## src/rtl/mlrq_pkg.sv

```systemverilog
// ----------------------------------------------------------------------------
// mlrq_pkg
// Shared types and constants of the multilevel ready-queue scheduler.
// ----------------------------------------------------------------------------
package mlrq_pkg;

  localparam int PRIORITY_LEVELS = 64;
  localparam int THREAD_SLOTS    = 64;

  localparam int LVL_W = $clog2(PRIORITY_LEVELS);
  localparam int ID_W  = $clog2(THREAD_SLOTS);
  localparam int CNT_W = 7;

  // level scan walks groups of GROUP_W levels, highest group first
  localparam int GROUP_W    = 8;
  localparam int NUM_GROUPS = PRIORITY_LEVELS / GROUP_W;
  localparam int GRP_W      = $clog2(NUM_GROUPS);
  localparam int POS_W      = $clog2(GROUP_W);

  localparam logic [CNT_W-1:0] CNT_MAX = {CNT_W{1'b1}};

  localparam logic [1:0] MODE_ENQUEUE = 2'd0;
  localparam logic [1:0] MODE_SELECT  = 2'd1;
  localparam logic [1:0] MODE_YIELD   = 2'd2;

  typedef enum logic [3:0] {
    ST_IDLE,
    ST_DECODE,
    ST_PUSH_RD,
    ST_PUSH_LNK,
    ST_SEL_GO,
    ST_SEL_WAIT,
    ST_POP_RD,
    ST_POP_CHK,
    ST_POP_LNK,
    ST_YLD_GO,
    ST_YLD_WAIT,
    ST_FIN_GO,
    ST_FIN_WAIT,
    ST_DONE
  } state_t;

  typedef struct packed {
    logic [1:0]       mode;
    logic [ID_W-1:0]  thread_id;
    logic [LVL_W-1:0] priority_req;
    logic             is_idle;
    logic [LVL_W-1:0] running_priority;
  } req_t;

  typedef struct packed {
    logic [ID_W-1:0]  next_id;
    logic             next_valid;
    logic             keep_running;
    logic             preempt_request;
    logic [LVL_W-1:0] top_level;
    logic             any_ready;
    logic [CNT_W-1:0] ready_total;
    logic             duplicate_error;
  } res_t;

  typedef struct packed {
    logic             done;
    logic             found;
    logic [LVL_W-1:0] level;
  } scan_stat_t;

  typedef struct packed {
    logic req_ready;
    logic res_valid;
  } ctrl_stat_t;

endpackage

```

## src/rtl/mlrq_scan.sv

```systemverilog
// ----------------------------------------------------------------------------
// mlrq_scan
// Iterative highest-set-bit search over the level occupancy vector, one
// group of levels per cycle, top group first. done pulses for one cycle.
// ----------------------------------------------------------------------------
module mlrq_scan
  import mlrq_pkg::*;
(
  input  logic                       clk,
  input  logic                       rst_n,
  input  logic                       start,
  input  logic [PRIORITY_LEVELS-1:0] vec,
  output scan_stat_t                 stat
);

  logic             busy_r, busy_nxt;
  logic [GRP_W-1:0] grp_r, grp_nxt;
  logic             done_r, done_nxt;
  logic             found_r, found_nxt;
  logic [LVL_W-1:0] level_r, level_nxt;

  logic [GROUP_W-1:0] grp_bits;
  logic [POS_W-1:0]   pos;

  always_comb begin
    grp_bits = vec[grp_r*GROUP_W +: GROUP_W];
    pos      = '0;
    for (int i = 0; i < GROUP_W; i++) begin
      if (grp_bits[i]) begin
        pos = POS_W'(i);
      end
    end
  end

  always_comb begin
    busy_nxt  = busy_r;
    grp_nxt   = grp_r;
    done_nxt  = 1'b0;
    found_nxt = found_r;
    level_nxt = level_r;
    if (start) begin
      busy_nxt = 1'b1;
      grp_nxt  = GRP_W'(NUM_GROUPS - 1);
    end else if (busy_r) begin
      if (|grp_bits) begin
        busy_nxt  = 1'b0;
        done_nxt  = 1'b1;
        found_nxt = 1'b1;
        level_nxt = {grp_r, pos};
      end else if (grp_r == '0) begin
        busy_nxt  = 1'b0;
        done_nxt  = 1'b1;
        found_nxt = 1'b0;
        level_nxt = '0;
      end else begin
        grp_nxt = grp_r - GRP_W'(1);
      end
    end
  end

  always_ff @(posedge clk) begin
    if (!rst_n) begin
      busy_r  <= 1'b0;
      done_r  <= 1'b0;
      found_r <= 1'b0;
      level_r <= '0;
      grp_r   <= '0;
    end else begin
      busy_r  <= busy_nxt;
      done_r  <= done_nxt;
      found_r <= found_nxt;
      level_r <= level_nxt;
      grp_r   <= grp_nxt;
    end
  end

  assign stat.done  = done_r;
  assign stat.found = found_r;
  assign stat.level = level_r;

endmodule

```

## src/rtl/mlrq_ctrl.sv

```systemverilog
// ----------------------------------------------------------------------------
// mlrq_ctrl
// Request sequencer: queue memories (head, tail, link), occupancy and
// queued bits, ready counter, and the shared level scan.
// ----------------------------------------------------------------------------
module mlrq_ctrl
  import mlrq_pkg::*;
(
  input  logic       clk,
  input  logic       rst_n,
  input  logic       req_accept,
  input  req_t       req,
  input  logic       res_take,
  output ctrl_stat_t stat,
  output res_t       res
);

  state_t state_r, state_nxt;

  // captured request
  logic [1:0]       mode_r, mode_nxt;
  logic [ID_W-1:0]  id_r, id_nxt;
  logic [LVL_W-1:0] prio_r, prio_nxt;
  logic             idle_r, idle_nxt;
  logic [LVL_W-1:0] run_r, run_nxt;

  // scheduler state
  logic [PRIORITY_LEVELS-1:0] nonempty_r, nonempty_nxt;
  logic [THREAD_SLOTS-1:0]    queued_r, queued_nxt;
  logic [CNT_W-1:0]           cnt_r, cnt_nxt;

  // result under construction
  logic [ID_W-1:0]  nid_r, nid_nxt;
  logic             nval_r, nval_nxt;
  logic             keep_r, keep_nxt;
  logic             pre_r, pre_nxt;
  logic             dup_r, dup_nxt;
  logic [LVL_W-1:0] top_r, top_nxt;
  logic             any_r, any_nxt;

  // queue memories
  logic [ID_W-1:0] head_mem [PRIORITY_LEVELS];
  logic [ID_W-1:0] tail_mem [PRIORITY_LEVELS];
  logic [ID_W-1:0] link_mem [THREAD_SLOTS];

  logic             head_we, tail_we, link_we;
  logic [LVL_W-1:0] head_waddr, tail_waddr, head_raddr, tail_raddr;
  logic [ID_W-1:0]  link_waddr, link_raddr;
  logic [ID_W-1:0]  head_wdata, tail_wdata, link_wdata;
  logic [ID_W-1:0]  head_q, tail_q, link_q;

  logic       scan_start;
  scan_stat_t scan;

  logic dup_hit;
  logic push_commit;
  logic yield_keep;

  mlrq_scan u_scan (
    .clk   (clk),
    .rst_n (rst_n),
    .start (scan_start),
    .vec   (nonempty_r),
    .stat  (scan)
  );

  assign dup_hit = ((mode_r == MODE_ENQUEUE) || ((mode_r == MODE_YIELD) && !idle_r))
                   && queued_r[id_r];
  assign push_commit = ((state_r == ST_PUSH_RD) && !nonempty_r[prio_r]) ||
                       (state_r == ST_PUSH_LNK);
  assign yield_keep  = scan.found && (prio_r > scan.level);

  // next state
  always_comb begin
    state_nxt = state_r;
    case (state_r)
      ST_IDLE: begin
        if (req_accept) state_nxt = ST_DECODE;
      end
      ST_DECODE: begin
        if (dup_hit) begin
          state_nxt = ST_FIN_GO;
        end else if (mode_r == MODE_ENQUEUE) begin
          state_nxt = ST_PUSH_RD;
        end else if (mode_r == MODE_SELECT) begin
          state_nxt = ST_SEL_GO;
        end else if (mode_r == MODE_YIELD) begin
          state_nxt = idle_r ? ST_SEL_GO : ST_YLD_GO;
        end else begin
          state_nxt = ST_FIN_GO;
        end
      end
      ST_PUSH_RD: begin
        if (nonempty_r[prio_r]) begin
          state_nxt = ST_PUSH_LNK;
        end else begin
          state_nxt = (mode_r == MODE_YIELD) ? ST_SEL_GO : ST_FIN_GO;
        end
      end
      ST_PUSH_LNK: state_nxt = (mode_r == MODE_YIELD) ? ST_SEL_GO : ST_FIN_GO;
      ST_SEL_GO:   state_nxt = ST_SEL_WAIT;
      ST_SEL_WAIT: begin
        if (scan.done) state_nxt = scan.found ? ST_POP_RD : ST_FIN_GO;
      end
      ST_POP_RD:  state_nxt = ST_POP_CHK;
      ST_POP_CHK: state_nxt = (head_q == tail_q) ? ST_FIN_GO : ST_POP_LNK;
      ST_POP_LNK: state_nxt = ST_FIN_GO;
      ST_YLD_GO:  state_nxt = ST_YLD_WAIT;
      ST_YLD_WAIT: begin
        if (scan.done) state_nxt = yield_keep ? ST_FIN_GO : ST_PUSH_RD;
      end
      ST_FIN_GO:   state_nxt = ST_FIN_WAIT;
      ST_FIN_WAIT: begin
        if (scan.done) state_nxt = ST_DONE;
      end
      ST_DONE: begin
        if (res_take) state_nxt = ST_IDLE;
      end
      default: state_nxt = ST_IDLE;
    endcase
  end

  // datapath controls
  always_comb begin
    mode_nxt     = mode_r;
    id_nxt       = id_r;
    prio_nxt     = prio_r;
    idle_nxt     = idle_r;
    run_nxt      = run_r;
    nonempty_nxt = nonempty_r;
    queued_nxt   = queued_r;
    cnt_nxt      = cnt_r;
    nid_nxt      = nid_r;
    nval_nxt     = nval_r;
    keep_nxt     = keep_r;
    pre_nxt      = pre_r;
    dup_nxt      = dup_r;
    top_nxt      = top_r;
    any_nxt      = any_r;
    scan_start   = 1'b0;
    head_we      = 1'b0;
    tail_we      = 1'b0;
    link_we      = 1'b0;
    head_waddr   = scan.level;
    head_wdata   = link_q;
    tail_waddr   = prio_r;
    tail_wdata   = id_r;
    link_waddr   = tail_q;
    link_wdata   = id_r;
    head_raddr   = scan.level;
    tail_raddr   = scan.level;
    link_raddr   = head_q;

    // enqueue bookkeeping shared by both push paths
    if (push_commit) begin
      tail_we          = 1'b1;
      queued_nxt[id_r] = 1'b1;
      if (!idle_r && (cnt_r != CNT_MAX)) cnt_nxt = cnt_r + CNT_W'(1);
      pre_nxt = (mode_r == MODE_ENQUEUE) && (prio_r > run_r);
    end

    case (state_r)
      ST_IDLE: begin
        if (req_accept) begin
          mode_nxt = req.mode;
          id_nxt   = req.thread_id;
          prio_nxt = req.priority_req;
          idle_nxt = req.is_idle;
          run_nxt  = req.running_priority;
          nid_nxt  = '0;
          nval_nxt = 1'b0;
          keep_nxt = 1'b0;
          pre_nxt  = 1'b0;
          dup_nxt  = 1'b0;
        end
      end
      ST_DECODE: begin
        dup_nxt = dup_hit;
      end
      ST_PUSH_RD: begin
        tail_raddr = prio_r;
        if (!nonempty_r[prio_r]) begin
          head_we              = 1'b1;
          head_waddr           = prio_r;
          head_wdata           = id_r;
          nonempty_nxt[prio_r] = 1'b1;
        end
      end
      ST_PUSH_LNK: begin
        link_we = 1'b1;
      end
      ST_SEL_GO, ST_YLD_GO, ST_FIN_GO: begin
        scan_start = 1'b1;
      end
      ST_YLD_WAIT: begin
        if (scan.done && yield_keep) begin
          nid_nxt  = id_r;
          nval_nxt = 1'b1;
          keep_nxt = 1'b1;
        end
      end
      ST_POP_CHK: begin
        queued_nxt[head_q] = 1'b0;
        if (cnt_r != '0) cnt_nxt = cnt_r - CNT_W'(1);
        nid_nxt  = head_q;
        nval_nxt = 1'b1;
        if (head_q == tail_q) nonempty_nxt[scan.level] = 1'b0;
      end
      ST_POP_LNK: begin
        head_we = 1'b1;
      end
      ST_FIN_WAIT: begin
        if (scan.done) begin
          top_nxt = scan.found ? scan.level : '0;
          any_nxt = scan.found;
        end
      end
      default: begin
      end
    endcase
  end

  always_ff @(posedge clk) begin
    if (head_we) head_mem[head_waddr] <= head_wdata;
    if (tail_we) tail_mem[tail_waddr] <= tail_wdata;
    if (link_we) link_mem[link_waddr] <= link_wdata;
    head_q <= head_mem[head_raddr];
    tail_q <= tail_mem[tail_raddr];
    link_q <= link_mem[link_raddr];
  end

  always_ff @(posedge clk) begin
    if (!rst_n) begin
      state_r    <= ST_IDLE;
      nonempty_r <= '0;
      queued_r   <= '0;
      cnt_r      <= '0;
    end else begin
      state_r    <= state_nxt;
      nonempty_r <= nonempty_nxt;
      queued_r   <= queued_nxt;
      cnt_r      <= cnt_nxt;
    end
  end

  always_ff @(posedge clk) begin
    mode_r <= mode_nxt;
    id_r   <= id_nxt;
    prio_r <= prio_nxt;
    idle_r <= idle_nxt;
    run_r  <= run_nxt;
    nid_r  <= nid_nxt;
    nval_r <= nval_nxt;
    keep_r <= keep_nxt;
    pre_r  <= pre_nxt;
    dup_r  <= dup_nxt;
    top_r  <= top_nxt;
    any_r  <= any_nxt;
  end

  assign stat.req_ready = (state_r == ST_IDLE);
  assign stat.res_valid = (state_r == ST_DONE);

  assign res.next_id         = nid_r;
  assign res.next_valid      = nval_r;
  assign res.keep_running    = keep_r;
  assign res.preempt_request = pre_r;
  assign res.top_level       = top_r;
  assign res.any_ready       = any_r;
  assign res.ready_total     = cnt_r;
  assign res.duplicate_error = dup_r;

  // counted threads are a subset of queued threads
  a_cnt_le_queued: assert property (@(posedge clk) disable iff (!rst_n)
    $countones(queued_r) >= int'(cnt_r))
    else $error("ready count exceeds queued threads");

  // a non-empty level always holds some queued thread
  a_nonempty_has_thread: assert property (@(posedge clk) disable iff (!rst_n)
    (|nonempty_r) |-> (|queued_r))
    else $error("non-empty level without queued thread");

  // scan hit points at an occupied level
  a_scan_hit: assert property (@(posedge clk) disable iff (!rst_n)
    (scan.done && scan.found) |-> nonempty_r[scan.level])
    else $error("scan reported an empty level");

  // reported top level is occupied
  a_top_valid: assert property (@(posedge clk) disable iff (!rst_n)
    ((state_r == ST_DONE) && any_r) |-> nonempty_r[top_r])
    else $error("reported top level is empty");

endmodule

```

## src/rtl/multilevel_ready_queue_scheduler.sv

```systemverilog
// ----------------------------------------------------------------------------
// multilevel_ready_queue_scheduler
// One FIFO ready queue per priority level with enqueue, select-next and
// yield requests; one result per request through an output register.
// ----------------------------------------------------------------------------
// Scans: each level scan checks one group of 8 levels per cycle, and a full yield
//   runs three.
// Throughput: one request at a time; in_stall stays high until the result enters
//   the output register.
// Reset: synchronous, active low; clears occupancy, queued bits, ready counter
//   and sequencer. Queue memories are not cleared.
// ----------------------------------------------------------------------------
module multilevel_ready_queue_scheduler
  import mlrq_pkg::*;
(
  input  logic             clk,
  input  logic             rst_n,
  // request channel
  input  logic             in_valid,
  output logic             in_stall,
  input  logic [1:0]       in_mode,
  input  logic [ID_W-1:0]  in_thread_id,
  input  logic [LVL_W-1:0] in_priority_req,
  input  logic             in_is_idle,
  input  logic [LVL_W-1:0] in_running_priority,
  // result channel
  output logic             out_valid,
  input  logic             out_stall,
  output logic [ID_W-1:0]  out_next_id,
  output logic             out_next_valid,
  output logic             out_keep_running,
  output logic             out_preempt_request,
  output logic [LVL_W-1:0] out_top_level,
  output logic             out_any_ready,
  output logic [CNT_W-1:0] out_ready_total,
  output logic             out_duplicate_error
);

  req_t       req;
  res_t       res;
  ctrl_stat_t cstat;
  logic       req_accept;
  logic       res_take;

  logic out_valid_r, out_valid_nxt;
  res_t out_res_r, out_res_nxt;

  assign req.mode             = in_mode;
  assign req.thread_id        = in_thread_id;
  assign req.priority_req     = in_priority_req;
  assign req.is_idle          = in_is_idle;
  assign req.running_priority = in_running_priority;

  // ready only while the sequencer is idle; a result waiting in the output
  // register does not block the next request
  assign in_stall   = !cstat.req_ready;
  assign req_accept = in_valid && cstat.req_ready;

  // the sequencer hands its result over once the output register is free
  assign res_take = cstat.res_valid && (!out_valid_r || !out_stall);

  mlrq_ctrl u_ctrl (
    .clk        (clk),
    .rst_n      (rst_n),
    .req_accept (req_accept),
    .req        (req),
    .res_take   (res_take),
    .stat       (cstat),
    .res        (res)
  );

  always_comb begin
    out_valid_nxt = out_valid_r && out_stall;
    out_res_nxt   = out_res_r;
    if (res_take) begin
      out_valid_nxt = 1'b1;
      out_res_nxt   = res;
    end
  end

  always_ff @(posedge clk) begin
    if (!rst_n) begin
      out_valid_r <= 1'b0;
    end else begin
      out_valid_r <= out_valid_nxt;
    end
  end

  always_ff @(posedge clk) begin
    out_res_r <= out_res_nxt;
  end

  assign out_valid           = out_valid_r;
  assign out_next_id         = out_res_r.next_id;
  assign out_next_valid      = out_res_r.next_valid;
  assign out_keep_running    = out_res_r.keep_running;
  assign out_preempt_request = out_res_r.preempt_request;
  assign out_top_level       = out_res_r.top_level;
  assign out_any_ready       = out_res_r.any_ready;
  assign out_ready_total     = out_res_r.ready_total;
  assign out_duplicate_error = out_res_r.duplicate_error;

endmodule
```

## config.mk

```make
export PLATFORM = sky130hd
export DESIGN_NAME = multilevel_ready_queue_scheduler
export DESIGN_NICKNAME = d
export VERILOG_FILES = /design/src/rtl/mlrq_pkg.sv /design/src/rtl/mlrq_scan.sv /design/src/rtl/mlrq_ctrl.sv /design/src/rtl/multilevel_ready_queue_scheduler.sv
export SDC_FILE = /design/constraint.sdc
export NUM_CORES = 2
export LEC_CHECK = 0
export BUFFER_PORTS_ARGS = -buffer_cell sky130_fd_sc_hd__buf_2
export CORE_AREA = 5 5 284 563
export DETAILED_ROUTE_END_ITERATION = 16
export DIE_AREA = 0 0 289 568
export PLACE_DENSITY_LB_ADDON = 0.12
export SETUP_SLACK_MARGIN = 0.4
export SLEW_MARGIN = 20
export SYNTH_ARGS = -nofsm -noshare
export SYNTH_HDL_FRONTEND = slang
export SYNTH_SLANG_ARGS = --single-unit
export TNS_END_PERCENT = 20
```

## constraint.sdc

```tcl
create_clock -name clk -period 5.75 [get_ports clk]
set_input_delay 0.2875 -clock clk [delete_from_list [all_inputs] [get_ports clk]]
set_output_delay 0.2875 -clock clk [all_outputs]
set_load 0.02 [all_outputs]
```

==> flow_summary.json <==
{
  "p_comb_share_pct": 20.4,
  "cp-start-kind": "flip-flop",
  "crit_path_end_kind": "flip-flop",
  "syn-cell-area_um2": 55300,
  "core_um2": 155000,
  "startpoint": "u_ctrl.prio_r[2]",
  "setup_violations": 0,
  "clockRootBuffer": "clkbuf_16",
  "skew_ns": 0.0603,
  "fin_util_pct": 40.6,
  "sw_frac_of_total_pct": 31.2,
  "cp_slowest_cell": "edfxtp_1",
  "synthAdderAreaFrac_pct": 0.430,
  "antenna_found_initial": 5,
  "die_h_um": 568,
  "wl_per_cell_um": 32.5,
  "mostFrequentLayoutCells": "edfxtp_1 (1213), nor2_1 (356), nand2_1 (209), a22oi_1 (204), dfxtp_1 (168)",
  "drt-total-wl_um": 190000,
  "h-tree-depth": 3,
  "syn_nets": 3626,
  "ir_drop_mv": 0.263,
  "rsz0062_at_grt": "false",
  "rows": 204,
  "final_max_slew_viol_count": 0,
  "synthDistinctLibCells": 83,
  "cts_tree": "built",
  "cap_violations": 0,
  "final_common_cell": "edfxtp_1",
  "synth_xor_area_share_pct": 0.190,
  "slew_headroom_pct": 17.4,
  "p_seq_share_pct": 46.8,
  "layout-drive-gt1-share_pct": 16.8,
  "ys.flop_type": "edfxtp_1",
  "detail_route.first_pass.iterations": 8,
  "p_int_mw": 18.3,
  "ant_nets": 0,
  "gr-total-overflow": 0,
  "yosysSeqAreaShare_pct": 72.1,
  "ys_ff_latch": 1384,
  "die_w_um": 289,
  "clock_latency_ns": 0.76,
  "syn_to_final_growth_pct": 13.7,
  "pin_count": 51,
  "portBuffers": 50,
  "clkPwrFrac_pct": 32.8,
  "cp.depth": 10,
  "drc": 0,
  "synth_compound_area_share_pct": 11.8,
  "cts_buffers": 121,
  "switching_power_mw": 8.31,
  "synth.avg_cell_area_um2": 15.4,
  "synthSimpleGateAreaFrac_pct": 6.93,
  "synthArstFlopShare_pct": 0,
  "status": "finished clean",
  "cts.clk_slew.worst_paths_ns": 0.07,
  "critPathTopFamily": "simple AND/OR/NAND/NOR gates",
  "setup_tns_ns": 0,
  "crit_chain": "buf_4, nand3b_1, a21oi_1, o41ai_1, nand4_2, nor2_4, buf_4, and2_1, a32oi_1, nor2_1",
  "crit_path_max_incr_delay_ns": 0.82,
  "fin_nets": 3717,
  "timing.critical_path.buf_inv": 2,
  "synth_edf_count": 1213,
  "hold_violations": 0,
  "hold_depth": 2,
  "power_density_nw_per_um2": 424,
  "fmaxAchievable_mhz": 217,
  "grt_start_max_net_pins": 165,
  "worstPathArrival_ns": 4.97,
  "period_minus_slack_ns": 4.60,
  "critPathRequiredTime_ns": 6.12,
  "yosys_warnings": 0,
  "p_leak_nw": 19.5,
  "rr_startpoint": "u_ctrl.prio_r[2]",
  "die-area_um2": 164000,
  "place_congestion": 0.923,
  "fillerInstances": 14412,
  "syn_inst": 3582,
  "grt_pass1_vias": 35312,
  "worstSetupPathType": "flip-flop to flip-flop",
  "dp_hpwl_um": 131000,
  "grtUsageTotal_pct": 22.8,
  "clock-sinks": 1384,
  "first_iter_violations": 2751,
  "clockBufferDepth": 3,
  "synth_top_family_by_area": "compound AO/OA/AOI/OAI gates",
  "timing.final.crit_share_pct": 80.0,
  "worstHoldStart": "in_running_priority[2]",
  "hold_class": "input pin to flip-flop",
  "initial_core_util_pct": 35.7,
  "max_slew.worst_pin.slew_ns": 1.23,
  "crit_path_frequent_cell": "buf_4",
  "cts_resized": 0,
  "num_vias": 33752,
  "grt_first_pass_wirelength_um": 269000,
  "reg2reg_depth": 10,
  "crit_fanout": 25,
  "synthMuxAreaShare_pct": 6.56,
  "viasPerCell": 5.78
}
[per-layer routing]
metal / GRT usage (%) / wire length, µm / share of wire (%) / up-vias
met5: 0 / 15 / 0.0079 / -
met4: 12.3 / 12600 / 6.6 / 2
met3: 2.66 / 7380 / 3.9 / 457
met2: 44.2 / 107000 / 56 / 1127
met1: 23.3 / 63100 / 33 / 17562
li1: - / - / - / 14604
[flip-flops by register name (all words and copies together), names as in the netlist, 7 cells and up]
| signal | cells |
|---|---|
| u_ctrl.nonempty_r | 64 |
| u_ctrl.head_mem | 384 |
| u_ctrl.tail_mem | 384 |
| u_ctrl.queued_r | 64 |
| u_ctrl.cnt_r | 7 |
| u_ctrl.link_mem | 384 |
| out_ready_total | 7 |
[cell usage after synthesis, drive strengths merged (8+ instances only)]
cell,number,area (µm²)
a22o,79,692
o221a,59,664
dfxtp,171,3420
and2,29,181
nand3b,25,191
nor2,361,1360
nand4,23,150
mux2i,50,504
mux2,29,330
a21oi,70,354
a311oi,8,70.1
a31oi,85,532
ha,19,238
a211oi,27,203
or3b,11,96.3
and3,10,62.6
nor3,33,181
a22oi,205,1540
clkbuf,154,578
nand3,73,365
mux4,124,2790
a221oi,93,815
xnor2,8,70.1
nor4,16,100
edfxtp,1213,36400
o21ai,88,444
nand2b,12,75.1
buf,74,360
o22ai,11,68.8
a32o,23,230
nand2,209,785
nor2b,15,93.8
o221ai,9,78.8
o211ai,48,360
inv,30,113
[stage by stage]
| stage | setup slack (ns) | instances | power (mW) | hold WS (ns) | instance area [µm²] |
|---|---|---|---|---|---|
| 6_report | 1.15 | 5842 | 26.6 | 0.253 | 62800 |
| 5_1_grt | 0.948 | 5838 | 27.5 | 0.243 | 62800 |
| 4_1_cts | 1.16 | 5837 | 26.9 | 0.225 | 62800 |
| 3_5_place_dp | 1.18 | 5586 | 18.2 | 0.405 | 58400 |
| 3_3_place_gp | 0.850 | 5584 | 18.2 | 0.403 | 58300 |
| 2_1_floorplan | 1.63 | 3582 | 15.4 | 0.386 | 55300 |
[cell type report]
| cell class | count | area, µm² | area share (%) |
|---|---|---|---|
| Antenna cell | 5 | 12.5 | 0.0199 |
| Sequential cell | 1384 | 39900 | 63.4 |
| Multi-Input combinational cell | 1934 | 14500 | 23.1 |
| Clock inverter | 88 | 1060 | 1.69 |
| Timing Repair Buffer | 196 | 1560 | 2.49 |
| Clock buffer | 139 | 3140 | 4.99 |
| Inverter | 36 | 135 | 0.215 |
| Tap cell | 2060 | 2580 | 4.10 |
[power by group through the flow]
| stage | logic [mW] | clock network, mW | registers, mW |
|---|---|---|---|
| 6_report | 5.43 | 8.73 | 12.5 |
| 5_1_grt | 5.76 | 9.28 | 12.5 |
| 4_1_cts | 5.53 | 8.92 | 12.5 |
| 3_5_place_dp | 5.50 | 0 | 12.7 |
| 3_3_place_gp | 5.49 | 0 | 12.7 |
| 2_1_floorplan | 2.78 | 0 | 12.6 |
[worst paths after layout]
| check | slack, ns | end |
|---|---|---|
| setup / recovery | 1.15 | u_ctrl.head_mem[56][4] |
| hold / removal | 0.25 | u_ctrl.run_r[2] |
| setup reg to reg | 1.15 | u_ctrl.head_mem[56][4] |
| hold reg to reg | 0.42 | out_next_id[5] |
[what timing repair did]
item                                   in CTS  in global routing
setup buffers                               0                  0
endpoints found under the hold margin      33                  0
hold buffers                               24                  0
[cells by family after synthesis]
family | after synthesis
AO/OA/AOI/OAI | 860
XOR/XNOR | 12
adder cells (fa/ha/maj) | 19
buffers and inverters | 264
flip-flops | 1384
multiplexers | 203
AND/OR/NAND/NOR | 840
[worst reg2reg max path, stage by stage, from the launching register on]
cell and delay (ns):
edfxtp_1 0.82, buf_4 0.34, nand3b_1 0.14, a21oi_1 0.07, o41ai_1 0.43, nand4_2 0.30, nor2_4 0.79, buf_4 0.37
and2_1 0.21, a32oi_1 0.14, nor2_1 0.62
No activity file was read; power rests on OpenSTA's default activity.
